## src/rtl/scf_pkg.sv

```systemverilog
// Shared types, constants and helpers for the clipped shape fill canvas.
package scf_pkg;

	localparam int DEF_MAX_COLS = 256;
	localparam int DEF_MAX_ROWS = 256;

	localparam int IN_DATA_W   = 64;
	localparam int IN_USER_W   = 3;
	localparam int OUT_DATA_W  = 32;
	localparam int CFG_INDEX_W = 2;
	localparam int CFG_DATA_W  = 9;

	localparam int COORD_W = 14;
	localparam int ROWS_W  = 11;
	localparam int CNT_W   = 17;

	localparam int OUT_INB_BIT = 8;
	localparam int OUT_CNT_LSB = 9;

	localparam int Q_DEPTH = 2;
	localparam int QAW     = $clog2(Q_DEPTH);

	localparam logic [7:0] BLANK_CELL = 8'd46;

	localparam logic [CFG_INDEX_W-1:0] REG_COLS = 2'd0;
	localparam logic [CFG_INDEX_W-1:0] REG_ROWS = 2'd1;

	localparam logic [2:0] CMD_CLEAR   = 3'd0;
	localparam logic [2:0] CMD_RECT    = 3'd1;
	localparam logic [2:0] CMD_UP      = 3'd2;
	localparam logic [2:0] CMD_DOWN    = 3'd3;
	localparam logic [2:0] CMD_DIAMOND = 3'd4;
	localparam logic [2:0] CMD_READ    = 3'd5;

	typedef enum logic [1:0] {
		OP_NOP,
		OP_CLEAR,
		OP_FILL,
		OP_READ
	} op_t;

	typedef enum logic [1:0] {
		MODE_RECT,
		MODE_UP,
		MODE_DOWN,
		MODE_DIAMOND
	} mode_t;

	typedef enum logic [2:0] {
		ST_INIT,
		ST_IDLE,
		ST_ROW,
		ST_SPAN,
		ST_WIPE,
		ST_READ,
		ST_DONE
	} st_t;

	typedef struct packed {
		op_t                        op;
		mode_t                      mode;
		logic signed [11:0]         x;
		logic signed [11:0]         y;
		logic signed [COORD_W-1:0]  hi0;
		logic [ROWS_W-1:0]          rows;
		logic [9:0]                 ext;
		logic [7:0]                 brush;
	} job_t;

	typedef struct packed {
		logic [CFG_DATA_W-1:0] cols;
		logic [CFG_DATA_W-1:0] rows;
	} dims_t;

	typedef struct packed {
		logic init_busy;
	} status_t;

	function automatic logic signed [COORD_W-1:0] sext_coord(logic signed [11:0] v);
		return {{(COORD_W-12){v[11]}}, v};
	endfunction

endpackage

```

## src/rtl/scf_queue.sv

```systemverilog
// Short job queue between the command front and the raster back.
module scf_queue (
	input  logic           clk,
	input  logic           arst_n,
	input  logic           push_valid,
	output logic           push_ready,
	input  scf_pkg::job_t  push_job,
	output logic           pop_valid,
	input  logic           pop_ready,
	output scf_pkg::job_t  pop_job
);
	import scf_pkg::*;

	job_t           slot_q [Q_DEPTH];
	logic [QAW-1:0] wr_q;
	logic [QAW-1:0] rd_q;
	logic [QAW:0]   cnt_q;
	logic           push;
	logic           pop;

	assign push_ready = cnt_q != (QAW+1)'(Q_DEPTH);
	assign pop_valid  = cnt_q != '0;
	assign pop_job    = slot_q[rd_q];
	assign push       = push_valid && push_ready;
	assign pop        = pop_valid && pop_ready;

	always_ff @(posedge clk or negedge arst_n) begin
		if (!arst_n) begin
			wr_q  <= '0;
			rd_q  <= '0;
			cnt_q <= '0;
		end else begin
			if (push) begin
				wr_q <= wr_q + 1'b1;
			end
			if (pop) begin
				rd_q <= rd_q + 1'b1;
			end
			if (push && !pop) begin
				cnt_q <= cnt_q + 1'b1;
			end else if (pop && !push) begin
				cnt_q <= cnt_q - 1'b1;
			end
		end
	end

	always_ff @(posedge clk) begin
		if (push) begin
			slot_q[wr_q] <= push_job;
		end
	end

endmodule

```

## config.mk

```make
export PLATFORM = sky130hd
export DESIGN_NAME = scf_queue
export DESIGN_NICKNAME = d
export VERILOG_FILES = /design/src/rtl/scf_pkg.sv /design/src/rtl/scf_queue.sv
export SDC_FILE = /design/constraint.sdc
export NUM_CORES = 1
export LEC_CHECK = 0
export BUFFER_PORTS_ARGS = -buffer_cell sky130_fd_sc_hd__buf_2
export CORE_ASPECT_RATIO = 1.1
export CORE_UTILIZATION = 47
export CTS_CLUSTER_DIAMETER = 80
export DETAILED_ROUTE_END_ITERATION = 6
export GPL_TIMING_DRIVEN = 1
export HOLD_SLACK_MARGIN = 0.1
export PLACE_DENSITY = 0.76
export SLEW_MARGIN = 20
export SYNTH_ARGS = -nofsm -noshare
export SYNTH_HDL_FRONTEND = slang
export SYNTH_SLANG_ARGS = --single-unit
```

## constraint.sdc

```tcl
create_clock -name clk -period 3.9 [get_ports clk]
set_input_delay 0 -clock clk [delete_from_list [all_inputs] [get_ports clk]]
set_output_delay 0 -clock clk [all_outputs]
set_load 0.02 [all_outputs]
```

==> flow_metrics.py <==
metrics = {
    "floorplan": {
        "die_y_um": 117,
        "ioPinCount": 148,
        "dieArea_mm2": 0.0125,
        "start_util_pct": 48.9,
        "core_area_mm2": 0.0116,
        "die_w_um": 107,
        "rows": 41,
    },
    "clocking": {
        "clk_latency_ns": 0.41,
        "cts_buffers": 17,
        "ctsHtreeMaxLevel": 4,
        "clk_pin_slew_ns": 0.06,
        "tritoncts": "done",
        "cts_buffer_depth": 2,
        "clockRootBuffer": "clkbuf_16",
        "cts.sinks": 146,
        "postCtsSetupBuffers": 0,
    },
    "global_route": {
        "antenna_found_initial": 0,
        "grtUsageTotal_pct": 16.8,
        "overflow": 0,
        "grtUsageMet1_pct": 19.8,
        "grt_use_met3_pct": 5.76,
        "grt_pass1_vias": 3086,
        "grt_util_met2_pct": 28.7,
        "grt_pass1_wl_um": 15400,
        "grt_max_degree": 72,
        "busiest_layer": "met2",
    },
    "route": {
        "drtIter0Drc": 130,
        "vias_per_cell": 4.72,
        "wl_um": 10100,
        "routedWlPerCell_um": 15.8,
        "antenna_left": 0,
        "dr.pass1.iters": 4,
        "drc": 0,
        "vias": 3004,
    },
    "yosys": {
        "syn_avg_cell_area_um2": 23.7,
        "synth_warnings": 0,
        "ys_seq_area_share_pct": 77.0,
        "synthCells": 239,
        "ys_seq_elements": 146,
        "ys_types": 15,
        "synth_fp_nets": 315,
        "synth_area_mm2": 0.00567,
    },
    "sta": {
        "report.final.slew_viol_count": 0,
        "slew_headroom_pct": 32.9,
        "rsz0062_at_grt": "false",
        "period_needed_ns": 2.27,
        "finalSetupTns_ns": 0,
        "fin_crit_sh_pct": 58.3,
        "fin_skew_ns": 0.00910,
        "setup_violations": 0,
        "hold_viol": 0,
        "tightest_slew_ns": 1.01,
        "fmax_mhz": 440,
    },
    "finish": {
        "utilization_pct": 67.8,
        "multi_input_area_mm2": 0.00116,
        "layout_commonest_cell": "buf_2",
        "final-seq-area_mm2": 0.00437,
        "fillers": 799,
        "fin_nets": 551,
        "synthToLayoutAreaGrowth_pct": 38.7,
        "n_antenna_cell": 0,
        "drive_gt1_share_pct": 51.6,
        "most-common-layout-cells": "147 x buf_2, 142 x edfxtp_1, 75 x dlygate4sd3_1",
    },
    "power": {
        "power_density_mw_per_mm2": 762,
        "power_leakage_nw": 3.19,
        "peakVddDrop_v": 0.000665,
    },
    "worst_setup_path": {
        "crit_required_ns": 3.90,
        "critical_path_class": "flop to output port",
        "crit_path_end_kind": "output port",
        "crit_fanout": 34,
        "worst_setup_path_start_kind": "flop",
        "cp-startpoint": "rd_q",
        "rr_startpoint": "cnt_q[0]",
        "crit_arrival_ns": 2.27,
    },
    "placed_design": {
        "hpwl_um": 5900,
        "port_buffers": 147,
        "gp_congestion": 0.675,
    },
    "worst_hold_path": {
        "hold_path_startpoint": "push_job[4]",
        "hold_path_class": "input pin to flop",
    },
    "job": {
        "drv_cap": 0,
    },
    "outcome": {
        "outcome": "finished clean",
    },
}
## registers in the layout, summed over array words and instances (netlist names)
signal / cells
cnt_q: 2
wr_q: 1
rd_q: 1
slot_q: 142
## logic make-up (layout without fill, tap and decap cells)
logic type / after synthesis / count (layout) / synth area share, %
XOR/XNOR: 5 / 5 / 0.773
AND/OR/NAND/NOR: 7 / 7 / 0.596
flip-flops: 146 / 146 / 77.0
adder cells (fa/ha/maj): 1 / 1 / 0.221
multiplexers: 71 / 71 / 18.7
buffers and inverters: 9 / 256 / 2.74
## synth_stat cells (all sizes together)
cell type	n	area (um^2)
mux2	71	1060
and3	1	6.26
xor2	2	17.5
edfxtp	142	4260
ha	1	12.5
nand2b	1	6.26
dfrtp	4	100
xnor2	3	26.3
or2	1	6.26
nand2	2	7.51
nor2	2	7.51
inv	1	3.75
buf	8	151
## what timing repair did
action | in CTS | in global routing
gates resized for setup | 0 | 0
endpoints found under the hold margin | 149 | 0
hold buffers | 75 | 0
## per-layer routing
metal / vias to the layer above / wire length, um
met4: 0 / 173
met5: - / 0
li1: 1417 / -
met1: 1456 / 4190
met3: 17 / 591
met2: 114 / 5100
## final cells by class
| cell class | count | area share (%) |
|---|---|---|
| tap | 150 | 2.39 |
| multi-input combinational | 84 | 14.8 |
| clock inverter | 11 | 2.39 |
| timing repair buffer | 225 | 19.4 |
| inverter | 1 | 0.0477 |
| clock buffer | 19 | 5.51 |
| sequential | 146 | 55.6 |
## critical path, cell delays in order, from the launching register on
cell	delay, ns
dfrtp_4	0.84
buf_4	0.49
mux2_4	0.35
buf_2	0.16
## where the power goes
group	total [mW]	switching, mW	leakage, nW	internal (mW)
logic	1.95	1.04	1.53	0.913
clock network	1.70	0.575	0.296	1.12
registers	2.34	0.190	1.36	2.15
## per-stage QoR
stage	total power, mW	instances	area (um^2)	hold slack, ns	setup WS (ns)
after floorplan	3.88	239	5670	-0.296	0.823
after global placement	4.24	531	6490	-0.193	1.92
after detailed placement	4.28	531	6490	-0.186	1.84
after CTS	6.05	636	7860	0.292	1.58
after global routing	6.25	636	7860	0.308	1.52
final	5.99	636	7860	0.313	1.63
## final timing paths
| path | end | slack [ns] | cells after the start |
|---|---|---|---|
| hold reg to reg | cnt_q[1] | 0.51 | 1 |
| hold / removal | slot_q[1][4] | 0.31 | 2 |
| setup / recovery | pop_job[28] | 1.63 | 3 |
| min in group asynchronous | cnt_q[1] | 0.49 | 3 |
| setup reg to reg | slot_q[0][9] | 1.87 | 4 |
| max in group asynchronous | rd_q | 3.21 | 3 |
Power figures use the tool's default switching activity.
