$ cat src/rtl/scf_pkg.sv
// Shared types, constants and helpers for the clipped shape fill canvas.
package scf_pkg;

	localparam int DEF_MAX_COLS = 256;
	localparam int DEF_MAX_ROWS = 256;

	localparam int IN_DATA_W   = 64;
	localparam int IN_USER_W   = 3;
	localparam int OUT_DATA_W  = 32;
	localparam int CFG_INDEX_W = 2;
	localparam int CFG_DATA_W  = 9;

	localparam int COORD_W = 14;
	localparam int ROWS_W  = 11;
	localparam int CNT_W   = 17;

	localparam int OUT_INB_BIT = 8;
	localparam int OUT_CNT_LSB = 9;

	localparam int Q_DEPTH = 2;
	localparam int QAW     = $clog2(Q_DEPTH);

	localparam logic [7:0] BLANK_CELL = 8'd46;

	localparam logic [CFG_INDEX_W-1:0] REG_COLS = 2'd0;
	localparam logic [CFG_INDEX_W-1:0] REG_ROWS = 2'd1;

	localparam logic [2:0] CMD_CLEAR   = 3'd0;
	localparam logic [2:0] CMD_RECT    = 3'd1;
	localparam logic [2:0] CMD_UP      = 3'd2;
	localparam logic [2:0] CMD_DOWN    = 3'd3;
	localparam logic [2:0] CMD_DIAMOND = 3'd4;
	localparam logic [2:0] CMD_READ    = 3'd5;

	typedef enum logic [1:0] {
		OP_NOP,
		OP_CLEAR,
		OP_FILL,
		OP_READ
	} op_t;

	typedef enum logic [1:0] {
		MODE_RECT,
		MODE_UP,
		MODE_DOWN,
		MODE_DIAMOND
	} mode_t;

	typedef enum logic [2:0] {
		ST_INIT,
		ST_IDLE,
		ST_ROW,
		ST_SPAN,
		ST_WIPE,
		ST_READ,
		ST_DONE
	} st_t;

	typedef struct packed {
		op_t                        op;
		mode_t                      mode;
		logic signed [11:0]         x;
		logic signed [11:0]         y;
		logic signed [COORD_W-1:0]  hi0;
		logic [ROWS_W-1:0]          rows;
		logic [9:0]                 ext;
		logic [7:0]                 brush;
	} job_t;

	typedef struct packed {
		logic [CFG_DATA_W-1:0] cols;
		logic [CFG_DATA_W-1:0] rows;
	} dims_t;

	typedef struct packed {
		logic init_busy;
	} status_t;

	function automatic logic signed [COORD_W-1:0] sext_coord(logic signed [11:0] v);
		return {{(COORD_W-12){v[11]}}, v};
	endfunction

endpackage

$ cat src/rtl/scf_front.sv
// Command intake, configuration registers and command classification.
module scf_front #(
	parameter int MAX_COLS = scf_pkg::DEF_MAX_COLS,
	parameter int MAX_ROWS = scf_pkg::DEF_MAX_ROWS
) (
	input  logic                                clk,
	input  logic                                arst_n,
	input  logic                                s_tvalid,
	output logic                                s_tready,
	input  logic [scf_pkg::IN_DATA_W-1:0]       s_tdata,
	input  logic [scf_pkg::IN_USER_W-1:0]       s_tuser,
	input  logic                                cfg_valid,
	output logic                                cfg_ready,
	input  logic [scf_pkg::CFG_INDEX_W-1:0]     cfg_index,
	input  logic [scf_pkg::CFG_DATA_W-1:0]      cfg_data,
	input  scf_pkg::status_t                    status,
	output logic                                q_valid,
	input  logic                                q_ready,
	output scf_pkg::job_t                       q_job,
	output scf_pkg::dims_t                      dims
);
	import scf_pkg::*;

	logic [CFG_DATA_W-1:0] cols_q;
	logic [CFG_DATA_W-1:0] rows_q;
	logic [2:0]            cmd;
	logic signed [11:0]    x;
	logic signed [11:0]    y;
	logic [9:0]            w;
	logic [9:0]            h;
	logic [9:0]            e;
	logic [7:0]            brush;

	assign cfg_ready = 1'b1;

	always_ff @(posedge clk or negedge arst_n) begin
		if (!arst_n) begin
			cols_q <= 9'd256;
			rows_q <= 9'd256;
		end else if (cfg_valid) begin
			case (cfg_index)
				REG_COLS: cols_q <= cfg_data;
				REG_ROWS: rows_q <= cfg_data;
				default: ;
			endcase
		end
	end

	assign dims.cols = (int'(cols_q) > MAX_COLS) ? CFG_DATA_W'(MAX_COLS) : cols_q;
	assign dims.rows = (int'(rows_q) > MAX_ROWS) ? CFG_DATA_W'(MAX_ROWS) : rows_q;

	assign cmd   = s_tuser[2:0];
	assign x     = s_tdata[11:0];
	assign y     = s_tdata[23:12];
	assign w     = s_tdata[33:24];
	assign h     = s_tdata[43:34];
	assign e     = s_tdata[53:44];
	assign brush = s_tdata[61:54];

	always_comb begin
		q_job       = '0;
		q_job.op    = OP_NOP;
		q_job.mode  = MODE_RECT;
		q_job.x     = x;
		q_job.y     = y;
		q_job.hi0   = sext_coord(x);
		q_job.ext   = e;
		q_job.brush = brush;
		case (cmd)
			CMD_CLEAR: begin
				q_job.op = OP_CLEAR;
			end
			CMD_RECT: begin
				q_job.op   = (w != 10'd0 && h != 10'd0) ? OP_FILL : OP_NOP;
				q_job.rows = {1'b0, h};
				q_job.hi0  = sext_coord(x) + $signed({4'b0, w}) - 14'sd1;
			end
			CMD_UP: begin
				q_job.op   = (e != 10'd0) ? OP_FILL : OP_NOP;
				q_job.mode = MODE_UP;
				q_job.rows = {1'b0, e};
			end
			CMD_DOWN: begin
				q_job.op   = (e != 10'd0) ? OP_FILL : OP_NOP;
				q_job.mode = MODE_DOWN;
				q_job.rows = {1'b0, e};
			end
			CMD_DIAMOND: begin
				q_job.op   = OP_FILL;
				q_job.mode = MODE_DIAMOND;
				q_job.rows = {e, 1'b1};
			end
			CMD_READ: begin
				q_job.op = OP_READ;
			end
			default: ;
		endcase
	end

	assign s_tready = q_ready && !status.init_busy;
	assign q_valid  = s_tvalid && !status.init_busy;

endmodule

$ cat config.mk
export PLATFORM = sky130hd
export DESIGN_NAME = scf_front
export DESIGN_NICKNAME = d
export VERILOG_FILES = /design/src/rtl/scf_pkg.sv /design/src/rtl/scf_front.sv
export SDC_FILE = /design/constraint.sdc
export NUM_CORES = 1
export LEC_CHECK = 0
export BUFFER_PORTS_ARGS = -buffer_cell sky130_fd_sc_hd__buf_2
export CORE_MARGIN = 3
export CORE_UTILIZATION = 35
export CTS_CLUSTER_SIZE = 8
export DETAILED_ROUTE_END_ITERATION = 8
export GPL_TIMING_DRIVEN = 1
export PLACE_DENSITY = 0.7
export SLEW_MARGIN = 5
export SYNTH_ARGS = -nofsm -noshare
export SYNTH_HDL_FRONTEND = slang
export SYNTH_SLANG_ARGS = --single-unit
$ cat constraint.sdc
create_clock -name clk -period 4.29 [get_ports clk]
set_clock_uncertainty 0.15 [all_clocks]
set_input_delay 0.858 -clock clk [delete_from_list [all_inputs] [get_ports clk]]
set_output_delay 0.858 -clock clk [all_outputs]
set_load 0.1 [all_outputs]
==> results of run 1 <==
cell usage after synthesis (2+ instances only):
cell type	number
o21ai_0	20
nand3b_1	2
nor3b_1	4
nor2_1	7
o211ai_1	2
ha_1	21
xor2_1	2
buf_2	2
a22oi_1	10
nand4_1	3
clkbuf_1	6
a21oi_1	11
buf_6	2
nor3_1	2
or4_1	4
nand2_1	23
a211oi_1	2
nor2b_1	21
a211o_1	2
o31ai_1	3
buf_4	44
nor4_1	2
a21o_1	6
nand3_1	4
and3_1	3
dfrtp_1	16
inv_1	42
dfstp_2	2
mux2_2	19
where the power goes:
group,leakage [nW],switching [mW],internal (mW)
registers,0.210,0.0225,0.205
logic,1.37,0.678,0.196
clock network,0.0228,0.0516,0.0659
total,1.61,0.752,0.467
stage by stage:
| stage | std cells | total power, mW |
|---|---|---|
| 3_5_place_dp | 484 | 1.107 |
| 3_3_place_gp | 484 | 1.098 |
| 6_report | 488 | 1.219 |
| 2_1_floorplan | 311 | 1.043 |
| 5_1_grt | 488 | 1.278 |
| 4_1_cts | 488 | 1.228 |
worst max-delay path: stages:
cell      delay (ns)
buf_2           0.08
inv_1           0.04
ha_1            0.27
inv_1           0.04
ha_2            0.20
fa_2            0.41
a211oi_4        0.33
o211ai_1        0.20
and3_1          0.22
o31ai_2         0.26
buf_12          0.22
per-layer routing:
layer | wire length, µm | vias up | part of all wire, % | GRT usage [%]
li1 | - | 1198 | - | -
met3 | 489 | 23 | 7.7 | 3.756
met4 | 164 | 0 | 2.6 | 5.612
met1 | 2585 | 1103 | 41 | 17.47
met2 | 3085 | 111 | 49 | 26.94
met5 | 0 | - | 0 | 0
state kept, by name (all words and copies together), names as in the netlist:
signal  flops
cols_q      9
rows_q      9
logic make-up after synthesis:
| group | Yosys count | synth area share [%] |
|---|---|---|
| AO/OA/AOI/OAI | 69 | 19.32 |
| XOR/XNOR | 3 | 1.068 |
| adder cells (fa/ha/maj) | 22 | 11.49 |
| buffers and inverters | 97 | 22.27 |
| flip-flops | 18 | 18.40 |
| multiplexers | 19 | 8.694 |
| other | 1 | 0.1524 |
| AND/OR/NAND/NOR | 82 | 18.61 |
worst max-delay path by stage:
stage | depth (start not counted) | slack (ns) | from | to
finish | 11 | 0.15 | s_tdata[1] | q_job[38]
global route | 11 | 0.06 | s_tdata[25] | q_job[38]
CTS | 11 | 0.16 | s_tdata[1] | q_job[38]
detailed placement | 11 | 0.17 | s_tdata[1] | q_job[38]
global placement | 11 | 0.18 | s_tdata[1] | q_job[38]
floorplan | 9 | -0.50 | s_tdata[1] | q_job[38]
final cells by class:
class / count / share of cell area, %
clock buffers: 4 / 1.465
multi-input cells: 196 / 49.25
repair buffers: 135 / 25.64
well taps: 93 / 3.785
flip-flops and latches: 18 / 14.73
inverters: 42 / 5.128
cells in the final DEF, fill, tap and decap left out, drive strengths merged, types with 3 or more instances in the layout:
cell type  netlist  layout
nand4            3       3
nor2b           21      21
inv             42      42
a211oi           3       3
nand2           23      23
o31ai            3       3
a21o             6       6
and3             3       3
o21ai           21      21
nand3            4       4
or4              4       4
a21oi           11      11
mux2            19      19
clkbuf           7       4
nor3b            4       4
dfrtp           16      16
nor3             3       3
a22oi           10      10
buf             48     135
nor2             7       7
ha              21      21
==> flow_summary_export.csv, run 1 <==
group,metric,value,unit
timing,worst_pin_slew,0.8748,ns
power_and_ir_drop,ir_drop,0.4100,mV
clock_tree,htree_levels,1,
clock_tree,cts_tree,"done",
timing,fin_tns_setup,0,ns
clock_tree,cts.sinks,18,
drt,drc_errors,0,
grt,grtUsageTotal,15.12,%
clock_tree,cts-buffers-inserted,3,
synth,synthTopCellsByArea,"dfrtp_1 16%, buf_4 13%, ha_1 11%",
timing,final-max-slew-violation-count,0,
floorplanning,die_w,89.86,µm
floorplanning,row_count,29,
synth,synth_cells,311,
final_layout,syn2layout_area_growth,24.91,%
timing,period_needed,4.136,ns
synth,synthArstFlopShare,100.0,%
setup_path,end_kind,"output port",
final_layout,final_util,46.81,%
synth,ys_warn_count,0,
status,status,"completed",
floorplanning,die_height,89.86,µm
setup_path,rr_startpoint,"cols_q[8]$_DFFE_PN1P_",
worst_hold_path,holdCritPathClass,"reg -> reg",
drt,vias,2435,
setup_path,reg2reg_depth,1,
setup_path,crit_type,"in -> out",
setup_path,required,3.28,ns
final_layout,multi_input_area,1514,µm²
clock_tree,clk_pin_slew,0.06,ns
drt,dr.pass1.iters,4,
drt,detail_route.wl_per_cell,12.96,µm
drt,drtIter0Drc,90,
drt,via_per_inst,4.990,
timing,rsz0062_at_grt,"false",
clock_tree,post_cts_buffers,0,
clock_tree,cts_buffer_depth,2,
clock_tree,cts_resized,0,
drt,antenna_left,0,
final_layout,n_fill_cell,642,
synth,synth_edf_count,0,
final_layout,final_nets,502,
synth,synth_area_leader_cell,"dfrtp_1",
drt,routed_wl,6.325,mm
clock_tree,cts_root_buf,"clkbuf_8",
final_layout,final_cell_area,3074,µm²
place,place_ws,0.1663,ns
synth,synth_ff_type,"dfrtp_1",
timing,slew_headroom,41.56,%
floorplanning,core-area,6568,µm²
grt,grt_max_degree,19,
synth,synth.avg_cell_area,7.914,µm²
place,dpl_cell_area,3029,µm²
worst_hold_path,holdPathEnd,"cols_q[5]$_DFFE_PN0P_",
timing,worst_slack,0.1542,ns
final_layout,layout-drive-gt1-share,43.80,%
synth,synth.distinct_cells,53,
clock_tree,cts_hold_buf,0,
timing,finalSetupViolCount,0,
timing,max_clock_freq,241.8,MHz
grt,grt_overflow,0,
power_and_ir_drop,power.density,396.5,nW/µm²
floorplanning,dieArea,8074,µm²
power_and_ir_drop,p_leak,1.606,nW
timing,final_hold_viol_count,0,
setup_path,arrival,3.13,ns
setup_path,r2r_end,"cols_q[8]$_DFFE_PN1P_",
synth,ys_ff_latch,18,
clock_tree,clk_latency,0.25,ns
place,place.gp.congestion,0.8300,
flow_run,maxCapViolations,0,
timing,timing.hold.ws,0.3513,ns
floorplanning,initial_utilization,37.47,%
grt,antenna_found_initial,0,
floorplanning,pin_count,176,
grt,grt_pass1_wl,10.67,mm
worst_hold_path,hold_depth,1,
setup_path,r2r_slack,3.27,ns
synth,syn_area,2461,µm²
place,portBuffers,132,
worst_hold_path,holdCritStartpoint,"cols_q[5]$_DFFE_PN0P_",
synth,yosysSeqAreaShare,18.40,%
place,hpwl,5.308,mm
grt,first_global_vias,2376,
synth,synth.net_count,417,
final_layout,diodes,0,
timing,finalCritPeriodShare,96.41,%
setup_path,start_kind,"input pin",
setup_path,cp_max_fo,4,
final_layout,regArea,452.9,µm²
synth,synth_top_area_share,16.27,%
No activity file was read; power rests on OpenSTA's default activity.
==> run 2, diff against run 1 <==
--- a/config.mk
+++ b/config.mk
@@ -10,7 +10,7 @@
 export CORE_UTILIZATION = 35
 export CTS_CLUSTER_SIZE = 8
 export DETAILED_ROUTE_END_ITERATION = 8
-export GPL_TIMING_DRIVEN = 1
+export GPL_TIMING_DRIVEN = 0
 export PLACE_DENSITY = 0.7
 export SLEW_MARGIN = 5
 export SYNTH_ARGS = -nofsm -noshare
==> flow_summary_export.csv, run 2 (same netlist as run 1, synthesis figures left out) <==
group,metric,value,unit
setup_path,end_kind,"output port",
clock_tree,cts.sinks,18,
timing,timing.hold.ws,0.3511,ns
setup_path,crit_buf_inv,4,
timing,worst_pin_slew,0.5056,ns
timing,max_clock_freq,240.1,MHz
drt,via_per_inst,4.773,
final_layout,final_cells,560,
power_and_ir_drop,power.density,386.6,nW/µm²
place,place.gp.congestion,0.8432,
final_layout,final_nets,574,
flow_run,maxCapViolations,0,
drt,vias,2673,
drt,antenna_left,0,
clock_tree,cts_root_buf,"clkbuf_8",
setup_path,start_kind,"input pin",
clock_tree,clk_pin_slew,0.06,ns
setup_path,path_delay_family,"adder cells",
floorplanning,initial_utilization,37.47,%
grt,first_global_vias,2584,
clock_tree,clk_latency,0.25,ns
timing,final_hold_viol_count,0,
grt,grt_max_degree,19,
clock_tree,htree_levels,1,
setup_path,cp_slowest_cell,"buf_2",
grt,antenna_found_initial,0,
place,hpwl,6.000,mm
floorplanning,die_height,89.86,µm
power_and_ir_drop,power,1.337,mW
power_and_ir_drop,p_leak,1.887,nW
clock_tree,cts-buffers-inserted,3,
setup_path,required,3.28,ns
timing,period_needed,4.165,ns
grt,grt_overflow,0,
final_layout,n_fill_cell,633,
clock_tree,cts_buffer_depth,2,
clock_tree,cts_tree,"done",
drt,drtIter0Drc,121,
power_and_ir_drop,ir_drop,0.3101,mV
setup_path,slowest_delay,0.42,ns
place,place_ws,-0.02991,ns
setup_path,cp_max_fo,4,
setup_path,path_cells,"buf_2, inv_1, ha_1, inv_1, ha_2, fa_2, a211oi_4, o211ai_1, nand3_1, a22o_1, buf_2",
timing,finalSetupViolCount,0,
grt,grt_pass1_wl,11.72,mm
status,status,"completed",
setup_path,crit_type,"in -> out",
timing,rsz0062_at_grt,"false",
final_layout,diodes,0,
final_layout,final_common_cell,"buf_2",
timing,slew_headroom,65.94,%
timing,finalCritPeriodShare,97.09,%
place,portBuffers,152,
final_layout,final_cell_area,3460,µm²
worst_hold_path,holdCritPathClass,"reg -> reg",
place,dpl_cell_area,3392,µm²
place,dp.cells,556,
drt,dr.pass1.iters,4,
final_layout,most-common-layout-cells,"152 x buf_2, 44 x buf_4, 42 x inv_1, 23 x nand2_1, 21 x nor2b_1",
final_layout,top_regs,"cols_q: 9 flops, rows_q: 9 flops",
timing,final-max-slew-violation-count,0,
floorplanning,pin_count,176,
floorplanning,dieArea,8074,µm²
final_layout,regArea,452.9,µm²
drt,routed_wl,7.138,mm
clock_tree,cts_hold_buf,0,
drt,detail_route.wl_per_cell,12.75,µm
setup_path,arrival,3.16,ns
timing,worst_slack,0.1249,ns
floorplanning,row_count,29,
floorplanning,die_w,89.86,µm
final_layout,syn2layout_area_growth,40.57,%
drt,drc_errors,0,
grt,grtUsageTotal,16.60,%
final_layout,layout-drive-gt1-share,51.39,%
final_layout,multi_input_area,1514,µm²
floorplanning,core-area,6568,µm²
run 2: changes by cell type in the layout (fill, tap and decap cells not counted), moves of 4 or more:
cell      change
buf_6         +4
buf_12        -7
buf_4        +41
clkbuf_1      +5
buf_2        +27
run 2: layout make-up:
type                       count  area share (%)
multi-input combinational    196           43.76
inverter                      42           4.557
sequential                    18           13.09
clock buffer                   4           1.591
tap                           93           3.363
timing repair buffer         152           22.35
buffer                        55           11.28
run 2: layer usage:
metal	track usage (%)	up-vias	share of wire (%)	wire length (µm)
met5	0	-	0	0
li1	-	1341	-	-
met3	3.506	10	8.1	575
met4	3.571	0	1.3	91
met2	31.08	112	52	3681
met1	19.36	1210	39	2789
run 2: worst paths after layout:
path | depth (start not counted) | from | endpoint | slack (ns)
min reg2reg | 1 | cols_q[5]$_DFFE_PN0P_ | cols_q[5]$_DFFE_PN0P_ | 0.35
min in group asynchronous | 1 | arst_n | cols_q[4]$_DFFE_PN0P_ | 0.37
max | 11 | s_tdata[1] | q_job[42] | 0.12
max in group asynchronous | 1 | arst_n | rows_q[8]$_DFFE_PN1P_ | 3.31
max reg2reg | 1 | cols_q[8]$_DFFE_PN1P_ | cols_q[8]$_DFFE_PN1P_ | 3.26
min | 1 | cols_q[5]$_DFFE_PN0P_ | cols_q[5]$_DFFE_PN0P_ | 0.35
run 2: power by group:
part / leakage, nW / internal, mW / switching, mW
sequential: 0.210 / 0.205 / 0.0233
combinational: 1.65 / 0.213 / 0.759
clock: 0.0288 / 0.0816 / 0.0550
total: 1.89 / 0.500 / 0.838
run 2: metrics by stage:
stage          TNS (ns)  util [%]
6_report              0     52.68
5_1_grt               0     52.68
4_1_cts               0     52.56
3_5_place_dp   -0.03409     51.65
3_3_place_gp   -0.01057     51.65
2_1_floorplan   -0.9697         -
run 2: what timing repair did:
action | in CTS | in global routing
buffers inserted | 0 | 0
gates resized for setup | 2 | 2
endpoints found under the setup margin | 2 | 2
pin swaps | 0 | 0
==> run 3, diff against run 2 <==
--- a/config.mk
+++ b/config.mk
@@ -7,11 +7,10 @@
 export LEC_CHECK = 0
 export BUFFER_PORTS_ARGS = -buffer_cell sky130_fd_sc_hd__buf_2
 export CORE_MARGIN = 3
-export CORE_UTILIZATION = 35
+export CORE_UTILIZATION = 25
 export CTS_CLUSTER_SIZE = 8
 export DETAILED_ROUTE_END_ITERATION = 8
 export GPL_TIMING_DRIVEN = 0
-export PLACE_DENSITY = 0.7
 export SLEW_MARGIN = 5
 export SYNTH_ARGS = -nofsm -noshare
 export SYNTH_HDL_FRONTEND = slang
==> flow_summary_export.csv, run 3 (same netlist as run 1, synthesis figures left out) <==
group,metric,value,unit
setup_path,end_kind,"output port",
clock_tree,cts_tree,"done",
worst_hold_path,holdCritPathClass,"reg -> reg",
final_layout,final_util,37.04,%
timing,final-max-slew-violation-count,0,
final_layout,final_cell_area,3487,µm²
clock_tree,cts-buffers-inserted,3,
final_layout,final_cells,595,
place,dp.cells,592,
power_and_ir_drop,power.density,377.3,nW/µm²
grt,first_global_vias,2480,
final_layout,layout-drive-gt1-share,51.29,%
final_layout,most-common-layout-cells,"152 x buf_2, 45 x buf_4, 42 x inv_1, 23 x nand2_1, 21 x nor2b_1",
clock_tree,cts_root_buf,"clkbuf_8",
timing,worst_pin_slew,0.5092,ns
power_and_ir_drop,ir_drop,0.3113,mV
drt,routed_wl,7.360,mm
power_and_ir_drop,power,1.316,mW
floorplanning,row_count,35,
final_layout,top_regs,"cols_q: 9 flops, rows_q: 9 flops",
floorplanning,die_height,105.2,µm
floorplanning,initial_utilization,26.14,%
drt,detail_route.wl_per_cell,12.37,µm
timing,rsz0062_at_grt,"false",
timing,period_needed,4.211,ns
drt,routed.top_layer,"met4",
place,place.gp.congestion,0.8331,
grt,antenna_found_initial,0,
drt,wl_met1,2.975,mm
timing,final_hold_viol_count,0,
setup_path,reg2reg_depth,1,
timing,finalSetupViolCount,0,
worst_hold_path,hold_depth,1,
drt,drc_errors,0,
drt,via_per_inst,4.459,
timing,slew_headroom,65.95,%
timing,max_clock_freq,237.5,MHz
setup_path,r2r_slack,3.26,ns
floorplanning,core-area,9415,µm²
final_layout,syn2layout_area_growth,41.69,%
clock_tree,cts_buffer_depth,2,
status,status,"completed",
grt,grt_pass1_wl,11.65,mm
setup_path,cp_max_fo,4,
setup_path,arrival,3.20,ns
setup_path,start_kind,"input pin",
grt,grtUsageTotal,12.35,%
place,portBuffers,152,
timing,fin_tns_setup,0,ns
flow_run,maxCapViolations,0,
drt,dr.pass1.iters,5,
drt,met3_length,644,µm
floorplanning,pin_count,176,
clock_tree,clk_pin_slew,0.06,ns
setup_path,required,3.28,ns
grt,grt_max_degree,19,
final_layout,final_nets,574,
place,dpl_cell_area,3437,µm²
drt,dr_wl_met2,3.686,mm
grt,grt_overflow,0,
drt,drtIter0Drc,89,
clock_tree,cts.sinks,18,
timing,finalCritPeriodShare,98.15,%
final_layout,diodes,0,
clock_tree,post_cts_buffers,0,
clock_tree,clk_latency,0.25,ns
floorplanning,die_w,105.2,µm
final_layout,n_fill_cell,984,
final_layout,final_common_cell,"buf_2",
clock_tree,cts_hold_buf,0,
place,hpwl,6.349,mm
floorplanning,dieArea,11070,µm²
clock_tree,htree_levels,1,
power_and_ir_drop,p_leak,1.878,nW
drt,antenna_left,0,
drt,vias,2653,
setup_path,crit_type,"in -> out",
==> run 3: worst paths after layout <==
kind	endpoint	start
min in group asynchronous	cols_q[5]$_DFFE_PN0P_	arst_n
hold / removal	cols_q[6]$_DFFE_PN0P_	cols_q[6]$_DFFE_PN0P_
max in group asynchronous	rows_q[8]$_DFFE_PN1P_	arst_n
setup reg to reg	rows_q[8]$_DFFE_PN1P_	rows_q[8]$_DFFE_PN1P_
hold reg to reg	cols_q[6]$_DFFE_PN0P_	cols_q[6]$_DFFE_PN0P_
setup / recovery	q_job[38]	s_tdata[1]
==> run 3: final cells by class <==
| cell class | count | area (µm²) | share of cell area (%) |
|---|---|---|---|
| timing repair buffer | 152 | 769.5 | 22.07 |
| inverter | 42 | 157.7 | 4.521 |
| tap | 129 | 161.4 | 4.629 |
| multi-input combinational | 196 | 1514 | 43.42 |
| sequential | 18 | 452.9 | 12.99 |
| buffer | 55 | 390.4 | 11.19 |
| clock buffer | 3 | 41.29 | 1.184 |
==> run 3: repair_timing <==
action / 4_1_cts / 5_1_grt
gates resized for setup: 2 / 1
endpoints found under the setup margin: 2 / 1
gates cloned: 0 / 0
==> run 3: per-layer routing <==
layer,vias up,GRT usage [%]
met2,117,23.00
met3,5,2.878
met5,-,0
li1,1341,-
met4,0,1.968
met1,1190,14.52
==> run 3: power by group <==
part	leakage [nW]	internal, mW	total (mW)	switching (mW)
logic	1.65	0.213	0.972	0.760
registers	0.210	0.205	0.228	0.0226
clock network	0.0216	0.0624	0.116	0.0532
==> run 3: critical path, stage by stage <==
cell,delay (ns)
buf_2,0.09
inv_1,0.05
ha_1,0.27
inv_1,0.05
ha_2,0.21
fa_2,0.41
a211oi_4,0.33
o211ai_1,0.21
and3_1,0.23
o31ai_2,0.24
buf_6,0.27
==> run 3: per-stage QoR <==
step,hold slack [ns],setup slack (ns)
after floorplan,0.3212,-0.4988
after global placement,0.3310,-0.07609
after detailed placement,0.3354,-0.09114
after CTS,0.3501,0.02866
after global routing,0.3666,0.01522
final,0.3500,0.07917
